<file path="src/rtl/cfa_pkg.sv">
`timescale 1ns / 1ps
// ----------------------------------------------------------------------------
// cfa_pkg
// shared constants, codes and helpers of the contiguous fit allocator
// ----------------------------------------------------------------------------
package cfa_pkg;

   // default sizing
   localparam int DEF_NUM_BLOCKS = 16;
   localparam int DEF_SIZE_BITS  = 16;

   // port field widths
   localparam int OPCODE_W      = 1;
   localparam int BLOCK_FIELD_W = 4;
   localparam int SIZE_FIELD_W  = 16;
   localparam int MODE_W        = 2;
   localparam int COUNT_W       = 5;
   localparam int CSR_IDX_W     = 1;
   localparam int CSR_DATA_W    = 5;

   // opcodes
   localparam logic [OPCODE_W-1:0] OP_LOAD  = 1'b0;
   localparam logic [OPCODE_W-1:0] OP_ALLOC = 1'b1;

   // placement policies (code 3 acts as first fit)
   localparam logic [MODE_W-1:0] FIT_FIRST = 2'd0;
   localparam logic [MODE_W-1:0] FIT_BEST  = 2'd1;
   localparam logic [MODE_W-1:0] FIT_WORST = 2'd2;

   // register map
   localparam logic [CSR_IDX_W-1:0] CSR_FIT_MODE    = 1'b0;
   localparam logic [CSR_IDX_W-1:0] CSR_BLOCK_COUNT = 1'b1;

   localparam logic [MODE_W-1:0]  FIT_MODE_RST    = FIT_FIRST;
   localparam logic [COUNT_W-1:0] BLOCK_COUNT_RST = 5'd16;

   // address width of a table with n entries, at least one bit
   function automatic int idx_width(input int n);
      int w;
      w = (n > 1) ? $clog2(n) : 1;
      return w;
   endfunction

endpackage

</file>
<file path="src/rtl/cfa_ram.sv">
`timescale 1ns / 1ps
// ----------------------------------------------------------------------------
// cfa_ram
// simple dual-port ram, one write port and one registered read port
// ----------------------------------------------------------------------------
module cfa_ram
   import cfa_pkg::*;
#(
   parameter int WIDTH = DEF_SIZE_BITS,
   parameter int DEPTH = DEF_NUM_BLOCKS
) (
   input  logic                          clock,
   input  logic                          wr_en,
   input  logic [idx_width(DEPTH)-1:0]   wr_addr,
   input  logic [WIDTH-1:0]              wr_data,
   input  logic                          rd_en,
   input  logic [idx_width(DEPTH)-1:0]   rd_addr,
   output logic [WIDTH-1:0]              rd_data
);

   logic [WIDTH-1:0] mem [DEPTH];

   always_ff @(posedge clock) begin
      if (wr_en) begin
         mem[wr_addr] <= wr_data;
      end
      if (rd_en) begin
         rd_data <= mem[rd_addr];
      end
   end

endmodule

</file>
<file path="src/rtl/contiguous_fit_allocator.sv">
`timescale 1ns / 1ps
// ----------------------------------------------------------------------------
// contiguous_fit_allocator
// free-size table with first, best and worst fit placement
// ----------------------------------------------------------------------------
//
//  channel   ports                                   handshake
//  -------   -------------------------------------   -------------------------
//  request   req_opcode, req_block_index,            beat taken when start is
//            req_size_value                          high and busy is low
//  response  rsp_granted, rsp_chosen_block,          rsp_valid for one cycle,
//            rsp_remaining_size                      always taken
//  csr       csr_index, csr_wr_data                  written when csr_wr_en
//
//  a load beat writes the table in the accept cycle and never raises busy
//  an allocate beat keeps busy high while it scans the first active entries,
//  active being block_count saturated at NUM_BLOCKS; the response shows in the
//  cycle after busy falls, so a new beat can start with the response; the scan
//  length is set by active and by the single read port of the table ram
//  reset clears control and registers only; table entries are garbage until
//  loaded; there is no response back-pressure
//
module contiguous_fit_allocator
   import cfa_pkg::*;
#(
   parameter int NUM_BLOCKS = DEF_NUM_BLOCKS,
   parameter int SIZE_BITS  = DEF_SIZE_BITS
) (
   input  logic                     clock,
   input  logic                     reset,
   // request
   input  logic                     start,
   output logic                     busy,
   input  logic [OPCODE_W-1:0]      req_opcode,
   input  logic [BLOCK_FIELD_W-1:0] req_block_index,
   input  logic [SIZE_FIELD_W-1:0]  req_size_value,
   // response
   output logic                     rsp_valid,
   output logic                     rsp_granted,
   output logic [BLOCK_FIELD_W-1:0] rsp_chosen_block,
   output logic [SIZE_FIELD_W-1:0]  rsp_remaining_size,
   // csr
   input  logic                     csr_wr_en,
   input  logic [CSR_IDX_W-1:0]     csr_index,
   input  logic [CSR_DATA_W-1:0]    csr_wr_data
);

   localparam int IDX_W = idx_width(NUM_BLOCKS);
   localparam int CNT_W = $clog2(NUM_BLOCKS + 1);
   localparam int EXT_W = (SIZE_BITS > SIZE_FIELD_W) ? SIZE_BITS : SIZE_FIELD_W;

   localparam logic ST_IDLE = 1'b0;
   localparam logic ST_SCAN = 1'b1;

   // control registers
   logic                     state_ff, state_in;
   logic [CNT_W-1:0]         active_ff, active_in;
   logic [CNT_W-1:0]         issue_cnt_ff, issue_cnt_in;
   logic                     eval_vld_ff, eval_vld_in;
   logic                     found_ff, found_in;
   logic                     rsp_valid_ff, rsp_valid_in;
   logic [MODE_W-1:0]        fit_mode_ff;
   logic [COUNT_W-1:0]       block_count_ff;

   // payload registers
   logic [SIZE_BITS-1:0]     size_ff, size_in;
   logic [IDX_W-1:0]         eval_idx_ff, eval_idx_in;
   logic [IDX_W-1:0]         pick_ff, pick_in;
   logic [SIZE_BITS-1:0]     best_ff, best_in;
   logic                     rsp_granted_ff, rsp_granted_in;
   logic [BLOCK_FIELD_W-1:0] rsp_chosen_ff, rsp_chosen_in;
   logic [SIZE_FIELD_W-1:0]  rsp_remaining_ff, rsp_remaining_in;

   // datapath
   logic                     accept;
   logic                     load_hit;
   logic [EXT_W-1:0]         req_size_ext;
   logic [SIZE_BITS-1:0]     req_size;
   logic [CNT_W-1:0]         active_sat;
   logic                     issue;
   logic                     scan_end;
   logic [IDX_W-1:0]         rd_addr;
   logic [SIZE_BITS-1:0]     rd_data;
   logic                     fits;
   logic                     better;
   logic                     take;
   logic                     nxt_found;
   logic [IDX_W-1:0]         nxt_pick;
   logic [SIZE_BITS-1:0]     nxt_best;
   logic [SIZE_BITS-1:0]     charged;
   logic [EXT_W-1:0]         charged_ext;
   logic                     ram_we;
   logic [IDX_W-1:0]         ram_waddr;
   logic [SIZE_BITS-1:0]     ram_wdata;

   assign busy   = (state_ff == ST_SCAN);
   assign accept = start && !busy;

   // request size masked to the table width
   assign req_size_ext = EXT_W'(req_size_value);
   assign req_size     = req_size_ext[SIZE_BITS-1:0];

   // loads beyond the table are dropped
   assign load_hit = accept && (req_opcode == OP_LOAD) &&
                     (32'(req_block_index) < NUM_BLOCKS);

   // entries taking part, block_count clipped to the table size
   always_comb begin
      if (32'(block_count_ff) > NUM_BLOCKS) begin
         active_sat = CNT_W'(NUM_BLOCKS);
      end else begin
         active_sat = CNT_W'(block_count_ff);
      end
   end

   // one read issued per scan cycle until all active entries are read, data evaluated the cycle after
   assign issue   = (state_ff == ST_SCAN) && (issue_cnt_ff != active_ff);
   assign rd_addr = issue_cnt_ff[IDX_W-1:0];

   // last read data is folded in the same cycle that writes back
   assign scan_end = (state_ff == ST_SCAN) && (issue_cnt_ff == active_ff) &&
                     (eval_vld_ff || (active_ff == '0));

   // candidate selection, ties keep the lower index
   assign fits = (rd_data >= size_ff);

   always_comb begin
      case (fit_mode_ff)
         FIT_BEST:  better = (rd_data < best_ff);
         FIT_WORST: better = (rd_data > best_ff);
         default:   better = 1'b0;
      endcase
   end

   assign take      = eval_vld_ff && fits && (!found_ff || better);
   assign nxt_found = found_ff || (eval_vld_ff && fits);
   assign nxt_pick  = take ? eval_idx_ff : pick_ff;
   assign nxt_best  = take ? rd_data : best_ff;

   assign charged     = nxt_best - size_ff;
   assign charged_ext = EXT_W'(charged);

   // table write port shared by loads (idle) and write-back (scan end)
   assign ram_we    = load_hit || (scan_end && nxt_found);
   assign ram_waddr = scan_end ? nxt_pick : IDX_W'(req_block_index);
   assign ram_wdata = scan_end ? charged : req_size;

   cfa_ram #(
      .WIDTH (SIZE_BITS),
      .DEPTH (NUM_BLOCKS)
   ) u_table (
      .clock   (clock),
      .wr_en   (ram_we),
      .wr_addr (ram_waddr),
      .wr_data (ram_wdata),
      .rd_en   (issue),
      .rd_addr (rd_addr),
      .rd_data (rd_data)
   );

   // next-state logic
   always_comb begin
      state_in         = state_ff;
      active_in        = active_ff;
      issue_cnt_in     = issue_cnt_ff;
      found_in         = found_ff;
      size_in          = size_ff;
      pick_in          = pick_ff;
      best_in          = best_ff;
      eval_vld_in      = issue;
      eval_idx_in      = rd_addr;
      rsp_valid_in     = scan_end;
      rsp_granted_in   = nxt_found;
      rsp_chosen_in    = nxt_found ? BLOCK_FIELD_W'(nxt_pick) : '0;
      rsp_remaining_in = nxt_found ? charged_ext[SIZE_FIELD_W-1:0] : '0;

      case (state_ff)
         ST_IDLE: begin
            if (accept && (req_opcode == OP_ALLOC)) begin
               state_in     = ST_SCAN;
               size_in      = req_size;
               active_in    = active_sat;
               issue_cnt_in = '0;
               found_in     = 1'b0;
            end
         end
         ST_SCAN: begin
            if (issue) begin
               issue_cnt_in = issue_cnt_ff + CNT_W'(1);
            end
            found_in = nxt_found;
            pick_in  = nxt_pick;
            best_in  = nxt_best;
            if (scan_end) begin
               state_in = ST_IDLE;
            end
         end
         default: begin
            state_in = ST_IDLE;
         end
      endcase
   end

   always_ff @(posedge clock) begin
      if (reset) begin
         state_ff     <= ST_IDLE;
         active_ff    <= '0;
         issue_cnt_ff <= '0;
         eval_vld_ff  <= 1'b0;
         found_ff     <= 1'b0;
         rsp_valid_ff <= 1'b0;
      end else begin
         state_ff     <= state_in;
         active_ff    <= active_in;
         issue_cnt_ff <= issue_cnt_in;
         eval_vld_ff  <= eval_vld_in;
         found_ff     <= found_in;
         rsp_valid_ff <= rsp_valid_in;
      end
   end

   always_ff @(posedge clock) begin
      size_ff          <= size_in;
      eval_idx_ff      <= eval_idx_in;
      pick_ff          <= pick_in;
      best_ff          <= best_in;
      rsp_granted_ff   <= rsp_granted_in;
      rsp_chosen_ff    <= rsp_chosen_in;
      rsp_remaining_ff <= rsp_remaining_in;
   end

   // csr writes, to be made only while idle; the block itself does not enforce it
   always_ff @(posedge clock) begin
      if (reset) begin
         fit_mode_ff    <= FIT_MODE_RST;
         block_count_ff <= BLOCK_COUNT_RST;
      end else if (csr_wr_en) begin
         case (csr_index)
            CSR_FIT_MODE:    fit_mode_ff    <= csr_wr_data[MODE_W-1:0];
            CSR_BLOCK_COUNT: block_count_ff <= csr_wr_data[COUNT_W-1:0];
            default: begin
            end
         endcase
      end
   end

   assign rsp_valid          = rsp_valid_ff;
   assign rsp_granted        = rsp_granted_ff;
   assign rsp_chosen_block   = rsp_chosen_ff;
   assign rsp_remaining_size = rsp_remaining_ff;

endmodule

</file>
<file path="config.mk">
export PLATFORM = sky130hd
export DESIGN_NAME = contiguous_fit_allocator
export DESIGN_NICKNAME = d
export VERILOG_FILES = /design/src/rtl/cfa_pkg.sv /design/src/rtl/cfa_ram.sv /design/src/rtl/contiguous_fit_allocator.sv
export SDC_FILE = /design/constraint.sdc
export NUM_CORES = 1
export LEC_CHECK = 0
export BUFFER_PORTS_ARGS = -buffer_cell sky130_fd_sc_hd__clkbuf_2
export CORE_MARGIN = 8
export CORE_UTILIZATION = 56
export CTS_CLUSTER_SIZE = 30
export DETAILED_ROUTE_END_ITERATION = 8
export PLACE_DENSITY = 0.75
export SLEW_MARGIN = 40
export SYNTH_ARGS = -nofsm -noshare
export SYNTH_HDL_FRONTEND = slang
export SYNTH_SLANG_ARGS = --single-unit
</file>
<file path="constraint.sdc">
create_clock -name clock -period 5.9 [get_ports clock]
set_clock_uncertainty 0.15 [all_clocks]
set_input_delay 1.18 -clock clock [delete_from_list [all_inputs] [get_ports clock]]
set_output_delay 1.18 -clock clock [all_outputs]
set_load 0.1 [all_outputs]
</file>
=== Word level (Yosys, flattened, before mapping) ===
Memories as Yosys holds them, arrays and structs flattened. A register that Yosys moved wholly into a read port is not among the register bits.
Index checks and enable logic that the tools add are counted.

* Bits in registers: 82
* Memories: 1
* Word-level logic and storage cells: 67
* RAM bits: 256

{| class="wikitable"
|+ Memories
! memory !! depth !! bits a word !! rd ports !! clocked after Yosys merged registers in !! write ports !! line !! source
|-
| u_table.mem || 16 || 16 || 1 || 1 || 1 || cfa_ram.sv:21 || <nowiki>logic [WIDTH-1:0] mem [DEPTH];</nowiki>
|}

* Eq/ne operators: 6
* Bitwise logic cells: 3
* Multiplexer cells: 16
* $lt $le $gt $ge: 4
* Reductions and logical operators: 20
* Add/sub/neg operators: 2

{| class="wikitable"
|+ Operator list
! kind !! number
|-
| $mux W16 || 2
|-
| $ge A16 B16 Y1 || 1
|-
| $gt A16 B16 Y1 || 1
|-
| $lt A16 B16 Y1 || 1
|-
| $sub A16 B16 Y16 || 1
|-
| $mux W5 || 3
|-
| $pmux W5 S2 || 1
|-
| $logic_and A1 B1 Y1 || 9
|-
| $mux W4 || 2
|-
| $reduce_and A2 Y1 || 4
|-
| $pmux W1 S2 || 3
|-
| $add A5 B1 Y5 const B || 1
|-
| $eq A5 B5 Y1 || 1
|-
| $gt A5 B5 Y1 const B || 1
|-
| $logic_not A5 Y1 || 1
|-
| $mux W1 || 5
|-
| $ne A5 B5 Y1 || 1
|-
| $logic_or A1 B1 Y1 || 4
|-
| $not A1 Y1 || 3
|-
| $eq A2 B1 Y1 const B || 1
|-
| $eq A2 B2 Y1 const B || 1
|-
| $logic_not A1 Y1 || 2
|-
| $ne A2 B1 Y1 const B || 1
|-
| $ne A2 B2 Y1 const B || 1
|}

=== Logic depth before layout (Yosys ltp) ===
* Word-level depth: 7
* Gate-level depth with buffers: 23
* Mapped depth without buffers: 20

=== Modules after synthesis ===
A second synthesis with hierarchy kept.

* Cell total of the unflattened synthesis: 902
* Area, all modules: 14,750.4 um^2

{| class="wikitable"
|+ By module, submodules not included
! module !! cells each !! area an instance (um^2) !! times used
|-
| cfa_ram || 432 || 10,203.5 || 1
|-
| contiguous_fit_allocator || 470 || 4,546.9 || 1
|}

=== Worst setup path before layout ===
No wires, ideal clock.

* Path type: reg-to-reg
* Start: register u_table.rd_data[7] (read register of u_table.mem)
* End: memory u_table.mem[0][14] in the netlist's numbering (data pin)
* Clock period less this slack: 5.443 ns
* Cell stages (with the launch flop): 23
* Data arrival time: 5.073 ns
* Buffers on the path: 3
* Path slack: 0.457 ns
* Cells stage by stage: edfxtp_1 > ha_1 > a41o_1 > a21oi_1 > o21ai_0 > o41a_1 > a221o_1 > buf_6 > buf_6 > buf_2 > nand2_1 > o21a_1 > ha_1 > inv_1 > fa_1 > a21o_1 > a21oi_1 > o21ai_0 > a31o_2 > a41oi_1 > o21bai_1 > or4b_2 > nand3_1

* Word-level cells in the longest chain between the ends: 7
* Elaborated cells between the ends (all ways): 10
* Classes of those cells: add/sub: 1; order compare: 3; mux: 3; reduce/logical: 3

{| class="wikitable"
|+ RTL lines
! item !! line !! source
|-
| start, declared || cfa_ram.sv:18 || <nowiki>output logic [WIDTH-1:0] rd_data</nowiki>
|-
| $gt A16 B16 Y1 / $lt A16 B16 Y1 (equally long branches) || contiguous_fit_allocator.sv:130, contiguous_fit_allocator.sv:129 ||
|-
| $pmux W1 S2 || contiguous_fit_allocator.sv:128 || <nowiki>case (fit_mode_ff)</nowiki>
|-
| $logic_or A1 B1 Y1 || contiguous_fit_allocator.sv:135 || <nowiki>assign take = eval_vld_ff && fits && (!found_ff || better);</nowiki>
|-
| $logic_and A1 B1 Y1 || contiguous_fit_allocator.sv:135 ||
|-
| $mux W16 (*) || contiguous_fit_allocator.sv:138 || <nowiki>assign nxt_best = take ? rd_data : best_ff;</nowiki>
|-
| $sub A16 B16 Y16 (*) || contiguous_fit_allocator.sv:140 || <nowiki>assign charged = nxt_best - size_ff;</nowiki>
|-
| $mux W16 (*) || contiguous_fit_allocator.sv:146 || <nowiki>assign ram_wdata = scan_end ? charged : req_size;</nowiki>
|-
| net ram_wdata[14] || contiguous_fit_allocator.sv:94 || <nowiki>logic [SIZE_BITS-1:0] ram_wdata;</nowiki>
|-
| end, declared || cfa_ram.sv:21 ||
|}

Mark *: on every way through the listed nets, which the timed path passes. The rest lies on a longest branch.

=== Worst setup path after layout ===
* Start: register u_table.rd_data[7] (read register of u_table.mem)
* End: memory u_table.mem[5][14] in the netlist's numbering (data pin)

The elaborated chain is that of the path after synthesis.

==> metrics.md <==
| Metric | Value |
|---|---|
| Async S/R FF share, synth | `0%` |
| DRT iter0 DRCs | `842` |
| Post-layout min period | `5550 ps` |
| Post-DP HPWL | `19.7 mm` |
| Post-synthesis sequential area ratio | `68.3%` |
| Die height | `179 um` |
| Worst path slowest cell | `or4b_2` |
| Setup violations, final | `0` |
| Vias in the first global route | `8390` |
| # DRC | `0` |
| Area Growth Syn to Fin | `15.4%` |
| Worst Setup SP | `u_table.rd_data[7]` |
| Post-synth EDFFs | `308` |
| First-pass GRT wire length | `49.6 mm` |
| CP Max Fanout | `16` |
| CTS Sinks | `354` |
| Cell chain of the critical path | `ha_1 > a41o_1 > a21oi_1 > o21ai_0 > o41a_1 > a221o_1 > nand2_1 > o21a_1 > ha_1 > inv_1 > fa_1 > a21o_1 > a21oi_1 > o21ai_0 > a31o_2 > a41oi_1 > o21bai_1 > or4b_2 > nand3_2` |
| Post-CTS Hold Buffers | `0` |
| Syn_nets | `946` |
| Worst min-delay path category | `reg2reg` |
| Final period util | `94.0%` |
| Fin util | `65.9%` |
| Root buf cell | `clkbuf_16` |
| Worst-path clk slew | `60 ps` |
| WL/cell | `24.6 um` |
| Startpoint Class | `flop` |
| Max cap viols | `0` |
| Initial Util | `57.1%` |
| Final hold vios | `0` |
| CTS tree | `done` |
| First drt pass iteration count | `5` |
| Clock buffer depth | `3` |
| Max Slew Vio Count | `0` |
| Placement Rows | `59` |
| Critical R2R Launch | `u_table.rd_data[7]` |
| Required time worst endpoint | `6070 ps` |
| Status | `finished clean` |
| Top Ports | `54` |
| CORE AREA | `26100 um^2` |
| Buffers on Ports | `53` |
| Distinct cell type count after synthesis | `62` |
| Setup CP Type | `reg2reg` |
| GRT Util Overall | `21.1%` |
| Slowest stage delay, CP | `640 ps` |
| FILL cells | `1708` |
| Worst Tran Pin Value | `775 ps` |
| Seq cells post-synth | `354` |
| Max Freq | `180 MHz` |
| CTS resizes | `0` |
| Power Density | `326 nW/um^2` |
| Gpl congestion | `0.884` |
| Largest net degree at the start of global routing | `69` |
| Top cell type's share of synthesized area | `62.1%` |
| Clk Latency, worst-skew pair | `540 ps` |
| RSZ-0062 raised after global routing | `false` |
| Max IR drop VDD | `0.000265 V` |
| CTS buffer count | `37` |
| DIE AREA | `32100 um^2` |
| Worst hold path startpoint | `block_count_ff[1]` |
| Vias/cell | `6.13` |
| Final antenna-violating net count | `0` |
| Setup Buffers After CTS | `0` |
| Slew headroom | `48.0%` |
| Final wirelength | `32.8 mm` |
| Antenna violations before repair | `1` |
| Die W | `179 um` |
| Fraction of layout cells with a size suffix above 1 | `29.2%` |
| Synth area leaders | `edfxtp_1, mux4_2, dfxtp_1, ha_1, inv_1` |
| Vias | `8164` |
| Top FF cell, synth | `edfxtp_1` |
| Crit path capture type | `flop` |
| Mapped Cells | `863` |
| Yosys warning total | `0` |
| Cell area after synthesis | `14900 um^2` |
| Data arrival time of the critical path | `5720 ps` |
| # nets final | `1049` |
| Cell taking the most area after synthesis | `edfxtp_1` |
| Setup TNS Final | `0 ps` |
| Syn Area/Cell | `17.3 um^2` |
| GRT overflow | `0` |
| Htree depth | `2` |
| Leakage | `0.00602 uW` |
[where the power goes]
group | switching (uW) | internal, uW | total [uW] | leakage, uW
registers | 18.6 | 2800 | 2820 | 0.00316
logic | 230 | 114 | 345 | 0.00222
clock network | 957 | 1490 | 2450 | 0.000636
[sequential cells by signal, indices dropped and copies added (netlist names), 2 cells and up]
name and count:
issue_cnt_ff 5, pick_ff 4, best_ff 16, u_table.mem 256
rsp_chosen_block 4, u_table.rd_data 16, block_count_ff 5, eval_idx_ff 4
active_ff 5, size_ff 16, rsp_remaining_size 16, fit_mode_ff 2
[layout make-up]
cell class,instances,area [um^2],share of cell area [%]
Inverter,49,184,1.07
Tap cell,335,419,2.44
Timing Repair Buffer,97,603,3.51
Sequential cell,354,10200,59.2
Antenna cell,1,2.50,0.0146
Clock inverter,23,295,1.72
Clock buffer,45,1010,5.86
Multi-Input combinational cell,427,4500,26.2
[routing by layer]
layer	part of all wire, %	GRT usage (%)
met4	3.6	9.23
met3	7.1	2.97
met5	0	0
met2	50	35.9
met1	39	26.8
[kinds of logic after synthesis]
| kind of cell | Yosys count | share of synthesized area [%] |
|---|---|---|
| multiplexers | 101 | 14.0 |
| flip-flops | 354 | 68.3 |
| adder cells (fa/ha/maj) | 52 | 4.42 |
| AND/OR/NAND/NOR | 152 | 5.14 |
| AO/OA/AOI/OAI | 102 | 4.75 |
| XOR/XNOR | 20 | 1.18 |
| buffers and inverters | 82 | 2.22 |
[cell usage in the layout (no fill, tap or decap), types with 6 or more instances in the layout]
master     Yosys  final
bufinv_16      0      6
nand2b_1       7      7
ha_1          51     51
nand2_1       36     36
mux4_2        80     80
clkinv_2       0      7
clkbuf_2       0     53
a21o_1         9      9
o21a_1         7      7
nor2_1        40     40
buf_4          1     42
nor4_2         0     16
dfxtp_1       46     44
xor2_1        12     12
mux2_2        16     16
edfxtp_1     308    308
a21oi_1       29     29
xnor2_1        8      8
nor3_1         7      7
clkbuf_16      0     38
nand4_1        6      6
nor3b_1        6      6
o21ai_0       23     23
inv_1         48     47
nand3_1       11     10
[Yosys cell counts, types with 3 or more instances]
master	count
clkbuf_1	20
nor4_1	16
dfxtp_1	46
edfxtp_1	308
o21ai_0	23
buf_2	3
nand3_1	11
nor3_1	7
inv_1	48
a21o_1	9
ha_1	51
xnor2_1	8
o21bai_1	3
nand2_1	36
o21a_1	7
mux4_2	80
xor2_1	12
nand2b_1	7
nor2_1	40
nand4_1	6
buf_1	7
a21oi_1	29
and3_1	3
a211o_1	3
mux2i_4	4
mux2_2	16
nor2b_1	7
nor3b_1	6
a211oi_1	4
[worst paths after layout]
check	endpoint	slack, ps	cells past startpoint
min reg2reg	block_count_ff[1]	300	2
max	u_table.mem[5][14]	350	19
max reg2reg	u_table.mem[5][14]	350	19
min	block_count_ff[1]	300	2
[metrics by stage]
stage	total power (uW)	worst slack, ps	cells	hold WS (ps)	area, um^2
3_3_place_gp	3200	193	1262	293	15900
4_1_cts	5640	60.5	1330	304	17200
5_1_grt	5770	2.33	1330	320	17200
3_5_place_dp	3210	124	1262	295	15900
2_1_floorplan	3080	457	863	176	14900
6_report	5610	353	1331	303	17200
[critical path, delay by kind of cell (launching register included)]
| kind | cells | cell delay (ps) |
|---|---|---|
| AOI/OAI and AO/OA | 12 | 2850 |
| adders and majority gates | 3 | 890 |
| buffers and inverters | 1 | 50 |
| DFF | 1 | 420 |
| and+or+nand+nor | 3 | 1010 |
Power figures use the tool's default switching activity.
